`src/design/rlim_pkg.sv`:
```
// ----------------------------------------------------------------------------
// rlim_pkg
// Shared types, sizes and codes of the run-length index map.
// ----------------------------------------------------------------------------
`default_nettype none

package rlim_pkg;

  localparam int MAX_RUNS   = 1024;
  localparam int INDEX_BITS = 48;
  localparam int RUN_AW     = $clog2(MAX_RUNS);
  localparam int COUNT_W    = $clog2(MAX_RUNS + 1);

  typedef logic [INDEX_BITS-1:0] index_t;
  typedef logic [COUNT_W-1:0]    count_t;
  typedef logic [RUN_AW-1:0]     addr_t;

  localparam index_t IDX_ONES  = {INDEX_BITS{1'b1}};
  localparam count_t COUNT_MAX = COUNT_W'(MAX_RUNS);

  typedef enum logic [1:0] {
    OP_APPEND = 2'd0,
    OP_LOOKUP = 2'd1,
    OP_CLEAR  = 2'd2,
    OP_NOP    = 2'd3
  } op_t;

  typedef enum logic [2:0] {
    ST_IDLE,
    ST_EXEC,
    ST_SEARCH,
    ST_FINAL,
    ST_ADD,
    ST_RESP
  } state_t;

  // One stored run; the destination end is implied by the source length.
  typedef struct packed {
    index_t src_start;
    index_t src_end;
    index_t dst_start;
  } run_entry_t;

  typedef struct packed {
    logic load;
    logic append;
    logic clear;
    logic search_init;
    logic search_step;
    logic final_check;
    logic add_dest;
    logic out_load;
  } cmd_t;

  typedef struct packed {
    op_t  op;
    logic empty;
    logic search_more;
    logic out_free;
  } stat_t;

endpackage

`default_nettype wire

```
`src/design/rlim_ctrl.sv`:
```
// ----------------------------------------------------------------------------
// rlim_ctrl
// Sequencer: accept a word, run append, clear or search, then hand out result.
// ----------------------------------------------------------------------------
`default_nettype none

module rlim_ctrl (
  input  wire logic            clk,
  input  wire logic            rst,
  input  wire logic            in_valid,
  output logic                 in_ready,
  input  wire rlim_pkg::stat_t stat,
  output rlim_pkg::cmd_t       cmd
);

  rlim_pkg::state_t state, state_next;

  always_ff @(posedge clk) begin
    if (rst) begin
      state <= rlim_pkg::ST_IDLE;
    end else begin
      state <= state_next;
    end
  end

  // next state
  always_comb begin
    state_next = state;
    case (state)
      rlim_pkg::ST_IDLE: begin
        if (in_valid) state_next = rlim_pkg::ST_EXEC;
      end
      rlim_pkg::ST_EXEC: begin
        if (stat.op == rlim_pkg::OP_LOOKUP && !stat.empty) begin
          state_next = rlim_pkg::ST_SEARCH;
        end else begin
          state_next = rlim_pkg::ST_RESP;
        end
      end
      rlim_pkg::ST_SEARCH: begin
        if (!stat.search_more) state_next = rlim_pkg::ST_FINAL;
      end
      rlim_pkg::ST_FINAL: state_next = rlim_pkg::ST_ADD;
      rlim_pkg::ST_ADD:   state_next = rlim_pkg::ST_RESP;
      rlim_pkg::ST_RESP: begin
        if (stat.out_free) state_next = rlim_pkg::ST_IDLE;
      end
      default: state_next = rlim_pkg::ST_IDLE;
    endcase
  end

  // outputs
  always_comb begin
    cmd      = '0;
    in_ready = 1'b0;
    case (state)
      rlim_pkg::ST_IDLE: begin
        in_ready = 1'b1;
        cmd.load = in_valid;
      end
      rlim_pkg::ST_EXEC: begin
        cmd.append      = (stat.op == rlim_pkg::OP_APPEND);
        cmd.clear       = (stat.op == rlim_pkg::OP_CLEAR);
        cmd.search_init = (stat.op == rlim_pkg::OP_LOOKUP);
      end
      rlim_pkg::ST_SEARCH: cmd.search_step = 1'b1;
      rlim_pkg::ST_FINAL:  cmd.final_check = 1'b1;
      rlim_pkg::ST_ADD:    cmd.add_dest    = 1'b1;
      rlim_pkg::ST_RESP:   cmd.out_load    = stat.out_free;
      default: begin
        cmd      = '0;
        in_ready = 1'b0;
      end
    endcase
  end

endmodule

`default_nettype wire

```
`config.mk`:
```
export PLATFORM = sky130hd
export DESIGN_NAME = rlim_ctrl
export DESIGN_NICKNAME = d
export VERILOG_FILES = /design/src/design/rlim_pkg.sv /design/src/design/rlim_ctrl.sv
export SDC_FILE = /design/constraint.sdc
export NUM_CORES = 1
export LEC_CHECK = 0
export BUFFER_PORTS_ARGS = -buffer_cell sky130_fd_sc_hd__clkbuf_2
export CAP_MARGIN = 30
export CELL_PAD_IN_SITES_DETAIL_PLACEMENT = 0
export CELL_PAD_IN_SITES_GLOBAL_PLACEMENT = 2
export CORE_AREA = 2 2 39 41
export CTS_BUF_LIST = sky130_fd_sc_hd__clkbuf_8
export CTS_CLUSTER_DIAMETER = 60
export DETAILED_ROUTE_END_ITERATION = 16
export DIE_AREA = 0 0 41 43
export PLACE_DENSITY_LB_ADDON = 0.1
export SLEW_MARGIN = 20
export SYNTH_ARGS = -nofsm -noshare
export SYNTH_HDL_FRONTEND = slang
export SYNTH_SLANG_ARGS = --single-unit
```
`constraint.sdc`:
```
create_clock -name clk -period 2.6 [get_ports clk]
set_input_delay 0.26 -clock clk [delete_from_list [all_inputs] [get_ports clk]]
set_output_delay 0.26 -clock clk [all_outputs]
set_load 0.05 [all_outputs]
```
==> flow_summary_export.csv <==
group,metric,value,unit
synthesis,yosys.area.top_type_share,0.203,
synthesis,yosys_warnings,0,
finish,top_register,"state",
critical_path,cp-start-kind,"flip-flop",
timing,whs,0.251,ns
finish,n_antenna_cell,0,
global_route,antenna_found_initial,0,
synthesis,ys_seq_area_frac,0.203,
run_status,outcome,"complete, no violations",
synthesis,synth_cell_type_count,25,
clocking,tritoncts,"built",
clocking,path_clk_slew,0.03,ns
critical_path,crit_path_max_fanout,10,
synthesis,synth_xor_area_frac,0,
timing,post-route-period-util,0.749,
critical_path,cp.required,2.34,ns
power,p_leak,0.195,nW
hold_path,hold_class,"in -> reg",
die,ioPinCount,17,
synthesis,synthCells,36,
die,row_count,14,
synthesis,synth_nets,44,
critical_path,timing.rr.start,"state[0]$_SDFFE_PP0P_",
synthesis,yosysTopAreaCell,"dfxtp_1",
clocking,cts_root_buf,"clkbuf_8",
synthesis,synthSimpleGateAreaFrac,0.555,
critical_path,crit_chain,"or3b_4 > nor3b_1 > clkbuf_2",
timing,hold_violations,0,
synthesis,avgSynthCellArea,8.20,µm²
synthesis,synthMuxAreaShare,0,
finish,areaGrowthSynthToFinish,41.5,%
clocking,cts_setup_buffers,0,
die,die_h,43,µm
synthesis,synthAdderAreaFrac,0,
die,dieArea,1760,µm²
synthesis,synth-seq-cells,3,
timing,rsz0062_at_grt,"no",
critical_path,rr_worst_depth,3,
finish,top_regs,"state x3",
timing,finalMaxSlewViolations,0,
place,dp_hpwl,578,µm
critical_path,end_kind,"output port",
global_route,grt_max_degree,13,
timing,clock_skew,0.00496,ns
critical_path,worstPathArrival,1.69,ns
finish,layout_common_cells,"16 x clkbuf_2, 4 x nor2_1, 3 x nor3b_1, 3 x clkbuf_8, 3 x dfxtp_1",
drt,drc_errors,0,
hold_path,hold_depth,2,
place,placed_area,373,µm²
die,initial_core_util,0.213,
finish,nets,62,
hold_path,min_from,"rst",
run,maxCapViolations,0,
clocking,clk_path_buf_depth,2,
finish,final_common_cell,"clkbuf_2",
synthesis,ys_top_cells_by_area,"dfxtp_1 20%, nor3b_1 7.6%, nor3b_4 6.4%",
die,die_w,41,µm
drt,totalWireLength,785,µm
finish,stdcell_area,418,µm²
clocking,cts_resized,0,
clocking,numClockSinks,3,
global_route,grt.total_usage,0.110,
drt,vias,312,
timing,worstMarginPinSlew,0.342,ns
clocking,cts_hold_buf,0,
timing,period_minus_slack,1.95,ns
timing,slew_headroom,0.772,
power,vdd_drop_max,0.199,mV
clocking,cts_max_level,1,
critical_path,slowest_stage,"dfxtp_1",
critical_path,cp_slowest_stage_delay,0.49,ns
drt,post_drt_wl_per_cell,11.4,µm
timing,setup-tns-final,0,ns
drt,drt-pass1-iter-count,2,
clocking,worstSkewPairLatency,0.22,ns
critical_path,path_class,"reg -> out",
synthesis,syn_area,295,µm²
global_route,first_global_vias,305,
drt,drtIter0Drc,2,
power,total_power,0.337,mW
global_route,grt_overflow,0,
place,place.gp.congestion,0.709,
hold_path,holdPathEnd,"state[1]$_SDFFE_PP0P_",
power,p_per_area,808,nW/µm²
finish,drive_gt1_frac,0.453,
synthesis,synth_compound_area_frac,0.153,
critical_path,rr_endpoint,"state[1]$_SDFFE_PP0P_",
drt,viasPerCell,4.52,
clocking,cts_buffers,3,
place,port-buffer-count,16,
finish,largest_reg_flops,3,
global_route,grt_first_pass_wirelength,1.26,mm
die,design.core.area,1380,µm²
drt,route.antenna.remaining_nets,0,
timing,timing.fmax,514,MHz
timing,setup_viol,0,
synthesis,synth_top_family_by_area,"simple AND/OR/NAND/NOR gates",
critical_path,r2r_setup_slack,1.02,ns
-- through the flow --
stage,worst slack (ns),instances,util
after floorplan,0.210,36,-
after global placement,0.943,65,0.269
after detailed placement,0.902,65,0.269
after CTS,0.656,69,0.302
after global routing,0.533,69,0.302
final,0.653,69,0.302
-- how the worst max path moves through the flow --
| stage | cells after the start | startpoint | endpoint |
|---|---|---|---|
| final | 3 | state[0]$_SDFFE_PP0P_ | cmd[4] |
| after global routing | 3 | state[0]$_SDFFE_PP0P_ | cmd[4] |
| after CTS | 3 | state[0]$_SDFFE_PP0P_ | cmd[4] |
| after detailed placement | 3 | state[0]$_SDFFE_PP0P_ | cmd[4] |
| after global placement | 3 | state[0]$_SDFFE_PP0P_ | cmd[4] |
| after floorplan | 3 | state[1]$_SDFFE_PP0P_ | cmd[7] |
-- metal layers --
| layer | GRT usage | vias up | wire (µm) |
|---|---|---|---|
| met4 | 0.120 | 0 | 24 |
| li1 | - | 164 | - |
| met5 | 0 | - | 0 |
| met2 | 0.144 | 11 | 388 |
| met1 | 0.137 | 134 | 335 |
| met3 | 0.0157 | 3 | 37 |
-- kinds of logic after synthesis --
logic type	after synthesis
AOI/OAI and AO/OA	6
buffers and inverters	4
DFF	3
and+or+nand+nor	23
-- power by group --
part	switching [mW]	internal, mW	total (mW)
clock network	0.0320	0.101	0.133
registers	0.0189	0.0539	0.0729
logic	0.0888	0.0432	0.132
-- critical path, delay by kind of cell (launching register included) --
family	cells	cell delay, ns
AND/OR/NAND/NOR	2	0.67
buffers and inverters	1	0.31
flip-flops	1	0.49
-- final cells by class --
| cell class | count | area (µm²) |
|---|---|---|
| inverter | 1 | 3.75 |
| clock inverter | 1 | 3.75 |
| clock buffer | 3 | 41.3 |
| tap | 16 | 20.0 |
| timing repair buffer | 16 | 80.1 |
| multi-input combinational | 29 | 209 |
| sequential | 3 | 60.1 |
| fill | 158 | 966 |
-- cells in the mapped netlist, drive strengths merged --
master,instances
and2,2
buf,2
a21oi,1
nor3b,4
and3b,2
a211oi,1
inv,1
nand3,1
o211ai,1
nor2,4
o21ai,2
clkbuf,1
a2111oi,1
nor3,2
nor4b,1
or2b,1
nand2b,2
dfxtp,3
nor4,1
or3b,1
nand2,2
Note: power is estimated with default switching activity, not from simulation.
